$ cat src/rtl/core/fsise_xmul.sv
// Bit-serial cross-product compare: is sum_a*cnt_b < sum_b*cnt_a ?
// Stand-alone shift-add unit, no package needed.
module fsise_xmul #(
  parameter int SUMW = 44,
  parameter int CW   = 13
) (
  input  logic            clk,
  input  logic            rst,
  input  logic            start,
  input  logic [SUMW-1:0] sum_a,
  input  logic [CW-1:0]   cnt_a,
  input  logic [SUMW-1:0] sum_b,
  input  logic [CW-1:0]   cnt_b,
  output logic            done,
  output logic            less
);

  localparam int PW  = SUMW + CW;
  localparam int STW = $clog2(CW + 1);

  logic [PW-1:0]  ma;
  logic [PW-1:0]  mb;
  logic [PW-1:0]  pa;
  logic [PW-1:0]  pb;
  logic [CW-1:0]  qa;
  logic [CW-1:0]  qb;
  logic [STW-1:0] step;
  logic           busy;

  // One multiplier bit per cycle on both products.
  always_ff @(posedge clk) begin
    if (rst) begin
      busy <= 1'b0;
      done <= 1'b0;
      step <= '0;
    end else begin
      done <= busy && (step == STW'(CW - 1));
      if (start) begin
        busy <= 1'b1;
        step <= '0;
      end else if (busy) begin
        step <= step + STW'(1);
        if (step == STW'(CW - 1)) begin
          busy <= 1'b0;
        end
      end
    end
  end

  always_ff @(posedge clk) begin
    if (start) begin
      ma <= PW'(sum_a);
      mb <= PW'(sum_b);
      qa <= cnt_b;
      qb <= cnt_a;
      pa <= '0;
      pb <= '0;
    end else if (busy) begin
      if (qa[0]) begin
        pa <= pa + ma;
      end
      if (qb[0]) begin
        pb <= pb + mb;
      end
      ma <= ma << 1;
      mb <= mb << 1;
      qa <= qa >> 1;
      qb <= qb >> 1;
    end
  end

  assign less = (pa < pb);

endmodule
$ cat config.mk
export PLATFORM = sky130hd
export DESIGN_NAME = fsise_xmul
export DESIGN_NICKNAME = d
export VERILOG_FILES = /design/src/rtl/core/fsise_xmul.sv
export SDC_FILE = /design/constraint.sdc
export NUM_CORES = 1
export LEC_CHECK = 0
export ABC_AREA = 1
export BUFFER_PORTS_ARGS = -buffer_cell sky130_fd_sc_hd__buf_2
export CELL_PAD_IN_SITES_DETAIL_PLACEMENT = 2
export CELL_PAD_IN_SITES_GLOBAL_PLACEMENT = 2
export CORE_ASPECT_RATIO = 1.25
export CORE_MARGIN = 8
export CORE_UTILIZATION = 30
export CTS_CLUSTER_SIZE = 16
export DETAILED_ROUTE_END_ITERATION = 10
export PLACE_DENSITY_LB_ADDON = 0.2
export SLEW_MARGIN = 20
export SYNTH_ARGS = -nofsm -noshare
export SYNTH_HDL_FRONTEND = slang
export SYNTH_SLANG_ARGS = --single-unit
$ cat constraint.sdc
create_clock -name clk -period 4.36 [get_ports clk]
set_input_delay 0.872 -clock clk [delete_from_list [all_inputs] [get_ports clk]]
set_output_delay 0.872 -clock clk [all_outputs]
set_load 0.01 [all_outputs]
==> impl_metrics.csv, run 1 <==
group,metric,value,unit
route,met3_length,1910,µm
cts,root_buffer,"clkbuf_16",
critical_path,cp-start-kind,"flip-flop",
die,die_area,82300,µm²
sta,tightestPinTransition,1.02,ns
cts,ctsResizeCount,0,
logic_synthesis,ys_ff_latch,260,
grt,grt_max_degree,115,
flow_run,drv_cap,0,
critical_path,reg2reg_setup_slack,1.55,ns
critical_path,crit_start,"pb[56]",
die,fp.dieW,258,µm
die,design.core.area,72900,µm²
layout,utilization,0.341,
grt,globalRoute.totalOverflow,0,
power_and_ir_drop,power.leakage,13.8,nW
sta,hold_viol_final,0,
power_and_ir_drop,p_switching,3.06,mW
critical_path,crit_path_end_kind,"output port",
cts,path_clk_slew,0.06,ns
power_and_ir_drop,design_power_total,8.32,mW
sta,slew_headroom,0.320,
power_and_ir_drop,powerDensity,335,nW/µm²
logic_synthesis,synthCells,3679,
logic_synthesis,synth_top_family_by_area,"simple AND/OR/NAND/NOR gates",
route,first_pass_iters,5,
cts,numCtsBuffers,35,
sta,slew_violations,0,
route,num_vias,22790,
route,drc,0,
cts,cts_buffer_depth,3,
logic_synthesis,synth_fa_ha_area_frac,0.0985,
run_status,outcome,"finished clean",
die,io_pins,119,
layout,nets,4067,
placement,io_buffers,118,
die,initial_core_util,0.302,
layout,antennaDiodeCount,0,
cts,clkLatencyLatePin,0.57,ns
route,wl,91300,µm
logic_synthesis,synth_xor_area_frac,0.0223,
cts,cts_tree,"yes",
sta,rsz0062_at_grt,"no",
route,vias_per_cell,4.78,
critical_path,worstSetupEndpoint,"less",
route,wl_per_cell,19.2,µm
power_and_ir_drop,p_clk_frac,0.360,
route,top_layer,"met4",
layout,final-seq-area,6350,µm²
critical_path,critPathMaxFanout,3,
cts,cts_setup_buffers,0,
cts,clkSinkCount,260,
placement,dpl-instance-area,23700,µm²
cts,ctsHoldBuffers,0,
power_and_ir_drop,p_seq_frac,0.361,
logic_synthesis,syn_nets,3968,
critical_path,cp.required,3.49,ns
min_path,worstHoldPathType,"flip-flop to flip-flop",
placement,globalplace.congestion,0.875,
grt,first_global_vias,24894,
layout,fill_cells,9259,
logic_synthesis,avgSynthCellArea,5.98,µm²
logic_synthesis,yosysUniqueCellTypes,38,
sta,fmax,271,MHz
logic_synthesis,synth.mux.area_fraction,0,
critical_path,worstSetupPathType,"flip-flop to output port",
cts,h-tree-depth,2,
sta,hold_ws,0.495,ns
sta,period_share,0.846,
grt,grt_usage,0.220,
die,rows,111,
route,drt-met1-wl,40800,µm
die,die_h,319,µm
grt,grt_pass1_wl,141000,µm
logic_synthesis,synth_compound_area_frac,0.0709,
critical_path,r2r-start,"ma[0]",
critical_path,critPathArrivalTime,2.82,ns
route,drt_iter0_markers,813,
logic_synthesis,netlist_area,22000,µm²
sta,setup_viol,0,
power_and_ir_drop,switching_share,0.368,
route,routed-wl-met2,45700,µm
power_and_ir_drop,internal_power,5.26,mW
logic_synthesis,synth_simple_gate_area_frac,0.378,
placement,dp_hpwl,75100,µm
logic_synthesis,seq_area_frac_synth,0.288,
critical_path,worstReg2RegEnd,"pa[56]",
layout,fin_area,24900,µm²
power_and_ir_drop,peakVddDrop,285,µV
sta,tns,0,ns
logic_synthesis,ys.warnings.count,0,
grt,antenna_found_initial,0,
critical_path,worst_r2r_path_depth,14,
route,postRouteAntennaNets,0,
layout,multi_input_area,12600,µm²
layout,synthToLayoutAreaGrowth,13.0,%
power_and_ir_drop,combPwrFrac,0.279,
sta,skew,0.0335,ns
layout,drive_gt1_frac,0.0689,
sta,final.min_clock_period,3.69,ns
==> cell families after synthesis <==
group	Yosys count
compound gates	304
xor+xnor	56
simple gates	2061
fa+ha+maj	172
buf+inv	826
flops	260
==> sequential cells by signal (all words and copies together) (netlist names) <==
signal  flops
ma         57
mb         57
pa         57
pb         57
qa         13
qb         13
step        4
busy        1
done        1
==> critical path, stage by stage (launching register included) <==
cell and delay, ns:
dfxtp_1 0.36, inv_1 0.07, ha_1 0.30, nand2_1 0.07
inv_1 0.07, nand3_1 0.08, nor3_1 0.50, nand2_1 0.13
nor4b_1 0.27, a21oi_1 0.22, buf_2 0.20
==> cell usage in the layout (no fill, tap or decap), types with 4 or more instances in the layout <==
cell type / instances
nand2_1: 1424
inv_1: 747
nor2_1: 363
a21oi_1: 171
ha_1: 170
nand3_1: 161
dfxtp_1: 146
buf_2: 117
edfxtp_1: 114
o21ai_0: 111
xor2_1: 53
clkbuf_16: 36
nand4_1: 31
nor2_2: 24
nor3_1: 18
nand2_2: 10
buf_4: 10
inv_2: 9
nand3_2: 8
nor3_2: 7
nor2_4: 6
o21ai_1: 6
clkinv_2: 6
clkbuf_8: 6
a31oi_1: 4
nor3_4: 4
clkinvlp_4: 4
==> power by group through the flow <==
stage / Sequential, mW / Clock, mW / Combinational (mW)
6_report: 3.01 / 3.00 / 2.32
5_1_grt: 3.03 / 3.18 / 2.62
4_1_cts: 3.01 / 3.11 / 2.35
3_5_place_dp: 3.06 / 0 / 2.33
3_3_place_gp: 3.05 / 0 / 2.26
2_1_floorplan: 2.94 / 0 / 1.55
==> worst min path at each step <==
stage                 start       to  slack [ns]  cells after the start
floorplan             pb[0]    pb[0]        0.45                      2
global placement      pb[0]    pb[0]        0.48                      2
detailed placement  step[3]  step[3]        0.49                      1
CTS                     rst     busy        0.49                      2
global route            rst     busy        0.51                      2
finish              step[3]  step[3]        0.50                      1
==> metrics by stage <==
step,instances,setup slack (ns)
6_report,4765,0.671
4_1_cts,4765,0.569
5_1_grt,4765,0.426
3_5_place_dp,4701,1.23
2_1_floorplan,3679,1.14
3_3_place_gp,4701,1.28
==> Yosys cell counts <==
cell type  number  area [µm²]
xnor2_1         3        26.3
clkinv_1        1        3.75
nor2_2         24         150
buf_4           2        15.0
nand4_1        31         194
nor3b_1         1        7.51
dfxtp_1       146        2920
o21a_1          2        15.0
nor3_1         18        90.1
nor2_1        363        1360
ha_1          170        2130
a21o_1          2        15.0
o21bai_1        1        7.51
a31o_2          3        26.3
nor4b_1         1        8.76
nand3b_1        1        7.51
nand3_1       161         806
buf_2           2        10.0
inv_2           9        33.8
nand2_1      1426        5350
clkbuf_1       60         225
xor2_1         53         464
a211oi_1        1        7.51
o211ai_1        3        22.5
nor3_4          4        65.1
buf_1           5        18.8
nor4_1          1        6.26
o21ai_0       111         556
inv_1         747        2800
a21oi_1       171         856
nand3_2         8        80.1
o21ai_1         6        30.0
nand2_2         9        56.3
nor2_4          6        67.6
fa_1            2        40.0
nor3_2          7        70.1
a31oi_1         4        25.0
edfxtp_1      114        3420
==> metal layers <==
layer	track usage	vias up
met3	0.0213	117
li1	-	11389
met1	0.267	11034
met4	0.0689	0
met2	0.403	250
met5	0	-
==> cell type report <==
type / count / share of cell area
clock buffer: 45 / 0.0400
multi-input combinational: 2593 / 0.505
inverter: 757 / 0.115
tap: 960 / 0.0483
sequential: 260 / 0.255
timing repair buffer: 131 / 0.0295
clock inverter: 19 / 0.00690
(Power assumes the default switching activity.)
==> run 2, diff against run 1 <==
--- a/config.mk
+++ b/config.mk
@@ -11,7 +11,7 @@
 export CELL_PAD_IN_SITES_GLOBAL_PLACEMENT = 2
 export CORE_ASPECT_RATIO = 1.25
 export CORE_MARGIN = 8
-export CORE_UTILIZATION = 30
+export CORE_UTILIZATION = 34
 export CTS_CLUSTER_SIZE = 16
 export DETAILED_ROUTE_END_ITERATION = 10
 export PLACE_DENSITY_LB_ADDON = 0.2
==> constraint.sdc (replaced) <==
create_clock -name clk -period 3.5 [get_ports clk]
set_input_delay 0.7 -clock clk [delete_from_list [all_inputs] [get_ports clk]]
set_output_delay 0.7 -clock clk [all_outputs]
set_load 0.01 [all_outputs]
==> run 2 against run 1 <==
Net effect:
- combinational power increased by 26%
- sequential power increased by 25%
- worst setup slack got worse by 0.47 ns
- routed wire length about the same
- hold slack got worse by 0.14 ns
==> impl_metrics.csv, run 2 (same netlist as run 1, synthesis figures left out) <==
group,metric,value,unit
route,postRouteAntennaNets,0,
critical_path,critPathMaxFanout,2,
placement,io_buffers,118,
sta,slew_violations,0,
power_and_ir_drop,design_power_total,10.3,mW
placement,place_ws,0.695,ns
route,num_vias,23086,
critical_path,r2r-start,"ma[0]",
layout,synthToLayoutAreaGrowth,12.5,%
power_and_ir_drop,p_clk_frac,0.352,
power_and_ir_drop,peakVddDrop,399,µV
critical_path,critPathArrivalTime,2.60,ns
sta,rsz0062_at_grt,"no",
die,io_pins,119,
route,first_pass_iters,5,
layout,utilization,0.386,
power_and_ir_drop,p_seq_frac,0.364,
cts,cts_setup_buffers,0,
layout,drive_gt1_frac,0.0685,
cts,clkLatencyLatePin,0.57,ns
critical_path,cp_slowest_cell,"dfxtp_1",
route,routed-wl-met2,45500,µm
cts,root_buffer,"clkbuf_16",
sta,hold_ws,0.354,ns
sta,final.min_clock_period,3.30,ns
critical_path,worst_r2r_path_depth,14,
route,vias_per_cell,4.96,
cts,cts_buffer_depth,3,
placement,dp_hpwl,74600,µm
run_status,outcome,"finished clean",
critical_path,critPathMostFrequentCell,"a21oi_1",
cts,clkSinkCount,260,
critical_path,reg2reg_setup_slack,0.69,ns
critical_path,worstReg2RegEnd,"pa[56]",
route,drc,0,
sta,period_share,0.942,
sta,skew,0.0306,ns
route,drt_iter0_markers,879,
critical_path,worstSetupEndpoint,"less",
cts,path_clk_slew,0.06,ns
critical_path,crit_start,"pb[52]",
die,die_area,73100,µm²
power_and_ir_drop,switching_share,0.371,
die,initial_core_util,0.343,
critical_path,crit_path_end_kind,"output port",
placement,dpl-instance-area,23600,µm²
critical_path,worstPathCellList,"inv_1 > ha_1 > a21oi_1 > o21ai_0 > nand4_1 > o211ai_1 > a21oi_1 > nand2_1 > a21oi_2 > buf_2",
power_and_ir_drop,internal_power,6.48,mW
cts,numCtsBuffers,34,
layout,final_common_cell,"nand2_1",
grt,grt_max_degree,148,
route,wl_per_cell,19.6,µm
power_and_ir_drop,combPwrFrac,0.284,
sta,fin_ws,0.203,ns
die,rows,104,
grt,antenna_found_initial,0,
layout,fill_cells,8277,
layout,fin_cells,4659,
critical_path,cp.required,2.80,ns
min_path,worstHoldPathType,"input port to flip-flop",
min_path,holdPathStages,2,
sta,slew_headroom,0.446,
die,die_h,300,µm
sta,fmax,303,MHz
sta,setup_viol,0,
sta,tightestPinTransition,0.831,ns
critical_path,worstSetupPathType,"flip-flop to output port",
flow_run,drv_cap,0,
critical_path,cp-start-kind,"flip-flop",
route,met3_length,1950,µm
power_and_ir_drop,powerDensity,416,nW/µm²
cts,cts_tree,"yes",
placement,placed_cells,4597,
die,design.core.area,64200,µm²
sta,tns,0,ns
cts,h-tree-depth,2,
route,top_layer,"met4",
sta,hold_viol_final,0,
critical_path,max_stage_delay,0.34,ns
power_and_ir_drop,power.leakage,13.9,nW
grt,globalRoute.totalOverflow,0,
route,wl,91400,µm
layout,fin_area,24700,µm²
route,drt-met1-wl,40100,µm
power_and_ir_drop,p_switching,3.82,mW
placement,globalplace.congestion,0.904,
layout,nets,4074,
layout,antennaDiodeCount,0,
grt,grt_pass1_wl,141000,µm
die,fp.dieW,244,µm
grt,first_global_vias,25544,
grt,grt_usage,0.246,
layout,mostFrequentLayoutCells,"nand2_1 (1424), inv_1 (747), nor2_1 (363)",
run 2: how the worst min path moves through the flow:
stage                        from  endpoint
final                         rst      busy
after global routing          rst      done
after CTS                     rst      done
after detailed placement  step[3]   step[3]
after global placement    step[3]   step[3]
after floorplan             pb[0]     pb[0]
run 2: what timing repair did:
| action | CTS | global route |
|---|---|---|
| hold buffers | 0 | 0 |
| hold endpoints to repair | 0 | 0 |
| resized for setup | 0 | 2 |
| setup endpoints to repair | 0 | 1 |
run 2: power groups by stage:
| stage | sequential (mW) | clock (mW) | combinational (mW) |
|---|---|---|---|
| global placement | 3.80 | 0 | 2.79 |
| CTS | 3.75 | 3.72 | 2.95 |
| detailed placement | 3.81 | 0 | 2.91 |
| finish | 3.75 | 3.62 | 2.93 |
| floorplan | 3.66 | 0 | 1.93 |
| global route | 3.77 | 3.81 | 3.30 |
run 2: area by class of cell:
cell class / instances / area, µm² / area share
Clock buffer: 49 / 968 / 0.0391
Multi-Input combinational cell: 2593 / 12600 / 0.508
Tap cell: 848 / 1060 / 0.0429
Clock inverter: 13 / 141 / 0.00572
Timing Repair Buffer: 139 / 805 / 0.0325
Inverter: 757 / 2850 / 0.115
Sequential cell: 260 / 6350 / 0.257
run 2: worst max-delay path, delay by kind of cell (launching register included):
family	cells	cell delay, ns
buf+inv	2	0.27
fa+ha+maj	1	0.30
simple gates	2	0.23
flops	1	0.34
compound gates	5	0.91
run 2: per-layer routing:
metal,track usage,up-vias
met2,0.448,275
met5,0,-
met4,0.0981,0
li1,-,11395
met1,0.292,11264
met3,0.0243,152
==> run 3, diff against run 2 <==
--- a/config.mk
+++ b/config.mk
@@ -11,7 +11,7 @@
 export CELL_PAD_IN_SITES_GLOBAL_PLACEMENT = 2
 export CORE_ASPECT_RATIO = 1.25
 export CORE_MARGIN = 8
-export CORE_UTILIZATION = 34
+export CORE_UTILIZATION = 30
 export CTS_CLUSTER_SIZE = 16
 export DETAILED_ROUTE_END_ITERATION = 10
 export PLACE_DENSITY_LB_ADDON = 0.2
==> constraint.sdc (replaced) <==
create_clock -name clk -period 2.9 [get_ports clk]
set_input_delay 0.58 -clock clk [delete_from_list [all_inputs] [get_ports clk]]
set_output_delay 0.58 -clock clk [all_outputs]
set_load 0.01 [all_outputs]
==> run 3 against run 2 <==
Net effect:
- the flow now finishes with violations (negative setup slack)
- worst setup slack worse by 0.23 ns
- hold slack got worse by 0.14 ns
- sequential power grew 21%
- combinational power rose by 26%
- non-clock buffer count increased by 23
- largest power group is now the clock network
- highest routed layer unchanged
==> impl_metrics.csv, run 3 (same netlist as run 1, synthesis figures left out) <==
group,metric,value,unit
run_status,outcome,"finished, violations left",
run_status,failed_checks,"negative setup slack",
critical_path,cp-start-kind,"flip-flop",
placement,placed_cells,4719,
grt,grt_pass1_wl,142000,µm
critical_path,worstSetupPathType,"flip-flop to output port",
route,num_vias,22964,
layout,fill_cells,9211,
min_path,worstHoldPathType,"input port to flip-flop",
cts,numCtsBuffers,36,
power_and_ir_drop,power.leakage,14.1,nW
cts,cts_tree,"yes",
sta,period_share,1.01,
layout,antennaDiodeCount,0,
layout,synthToLayoutAreaGrowth,16.1,%
sta,skew,0.0304,ns
cts,ctsHoldBuffers,0,
power_and_ir_drop,powerDensity,503,nW/µm²
flow_run,drv_cap,0,
route,wl,92400,µm
power_and_ir_drop,design_power_total,12.9,mW
critical_path,critPathMaxFanout,2,
sta,setup_viol,1,
grt,globalRoute.totalOverflow,0,
placement,dp_hpwl,75800,µm
sta,hold_ws,0.218,ns
cts,h-tree-depth,2,
route,drc,0,
layout,drive_gt1_frac,0.105,
layout,final_common_cell,"nand2_1",
layout,nets,4099,
die,rows,111,
cts,root_buffer,"clkbuf_16",
placement,globalplace.congestion,0.865,
layout,fin_cells,4797,
die,io_pins,119,
placement,io_buffers,118,
sta,tightestPinTransition,0.902,ns
sta,rsz0062_at_grt,"yes",
cts,path_clk_slew,0.06,ns
die,initial_core_util,0.302,
die,die_area,82300,µm²
critical_path,crit_path_end_kind,"output port",
route,wl_per_cell,19.3,µm
route,first_pass_iters,5,
sta,fmax,342,MHz
sta,final.min_clock_period,2.93,ns
route,postRouteAntennaNets,0,
die,fp.dieW,258,µm
layout,mostFrequentLayoutCells,"nand2_1 (1419), inv_1 (728), nor2_1 (363)",
cts,clkLatencyLatePin,0.57,ns
sta,tns,-0.0278,ns
die,design.core.area,72900,µm²
sta,fin_ws,-0.0278,ns
route,drt_iter0_markers,766,
route,vias_per_cell,4.79,
cts,cts_buffer_depth,3,
layout,utilization,0.350,
power_and_ir_drop,peakVddDrop,395,µV
sta,slew_headroom,0.399,
grt,grt_max_degree,116,
cts,clkSinkCount,260,
sta,slew_violations,0,
grt,antenna_found_initial,0,
critical_path,critPathArrivalTime,2.35,ns
grt,first_global_vias,25198,
critical_path,cp.required,2.32,ns
grt,grt_usage,0.220,
sta,hold_viol_final,0,
die,die_h,319,µm
-- run 3: final cells by class --
cell class / count / area, µm² / area share
clock buffers: 45 / 996 / 0.0390
clock inverters: 20 / 199 / 0.00779
inverters: 757 / 2850 / 0.112
multi-input cells: 2593 / 12900 / 0.504
flip-flops and latches: 260 / 6420 / 0.252
well taps: 960 / 1200 / 0.0470
repair buffers: 162 / 996 / 0.0390
-- run 3: path summary, 6_finish.rpt --
path                 from      end  slack [ns]  depth (start not counted)
hold / removal        rst     busy        0.22                          2
hold reg to reg   step[3]  step[3]        0.50                          1
setup reg to reg    ma[0]   pa[44]        0.19                         14
setup / recovery   pb[49]     less       -0.03                         10
-- run 3: stage by stage --
step                area [µm²]  setup slack (ns)
CTS                      25500           -0.0626
global route             25500            -0.163
detailed placement       23800            0.0935
finish                   25500           -0.0278
global placement         23800             0.138
floorplan                22000             0.548
-- run 3: report_power, final --
group	internal, mW	total (mW)	switching (mW)
Sequential	4.21	4.55	0.335
Clock	2.71	4.61	1.90
Combinational	1.21	3.69	2.48
-- run 3: critical path, stage by stage (launching register included) --
cell and delay [ns]:
dfxtp_1 0.35, inv_1 0.12, ha_1 0.29, nand2_1 0.08, nor3_2 0.05, buf_4 0.15
buf_4 0.15, a21oi_4 0.17, nand2_2 0.09, a21oi_4 0.20, buf_6 0.14
-- run 3: what timing repair did --
item / 4_1_cts / 5_1_grt
setup buffers: 12 / 2
endpoints found under the setup margin: 1 / 1
gates cloned: 0 / 0
gates resized for setup: 108 / 15
pin swaps: 17 / 11
-- run 3: layer usage --
metal,track usage,routed length [µm],part of all wire
met2,0.415,47200,0.51
met1,0.259,40400,0.44
met4,0.0716,3180,0.034
met3,0.0194,1700,0.018
met5,0,0,0
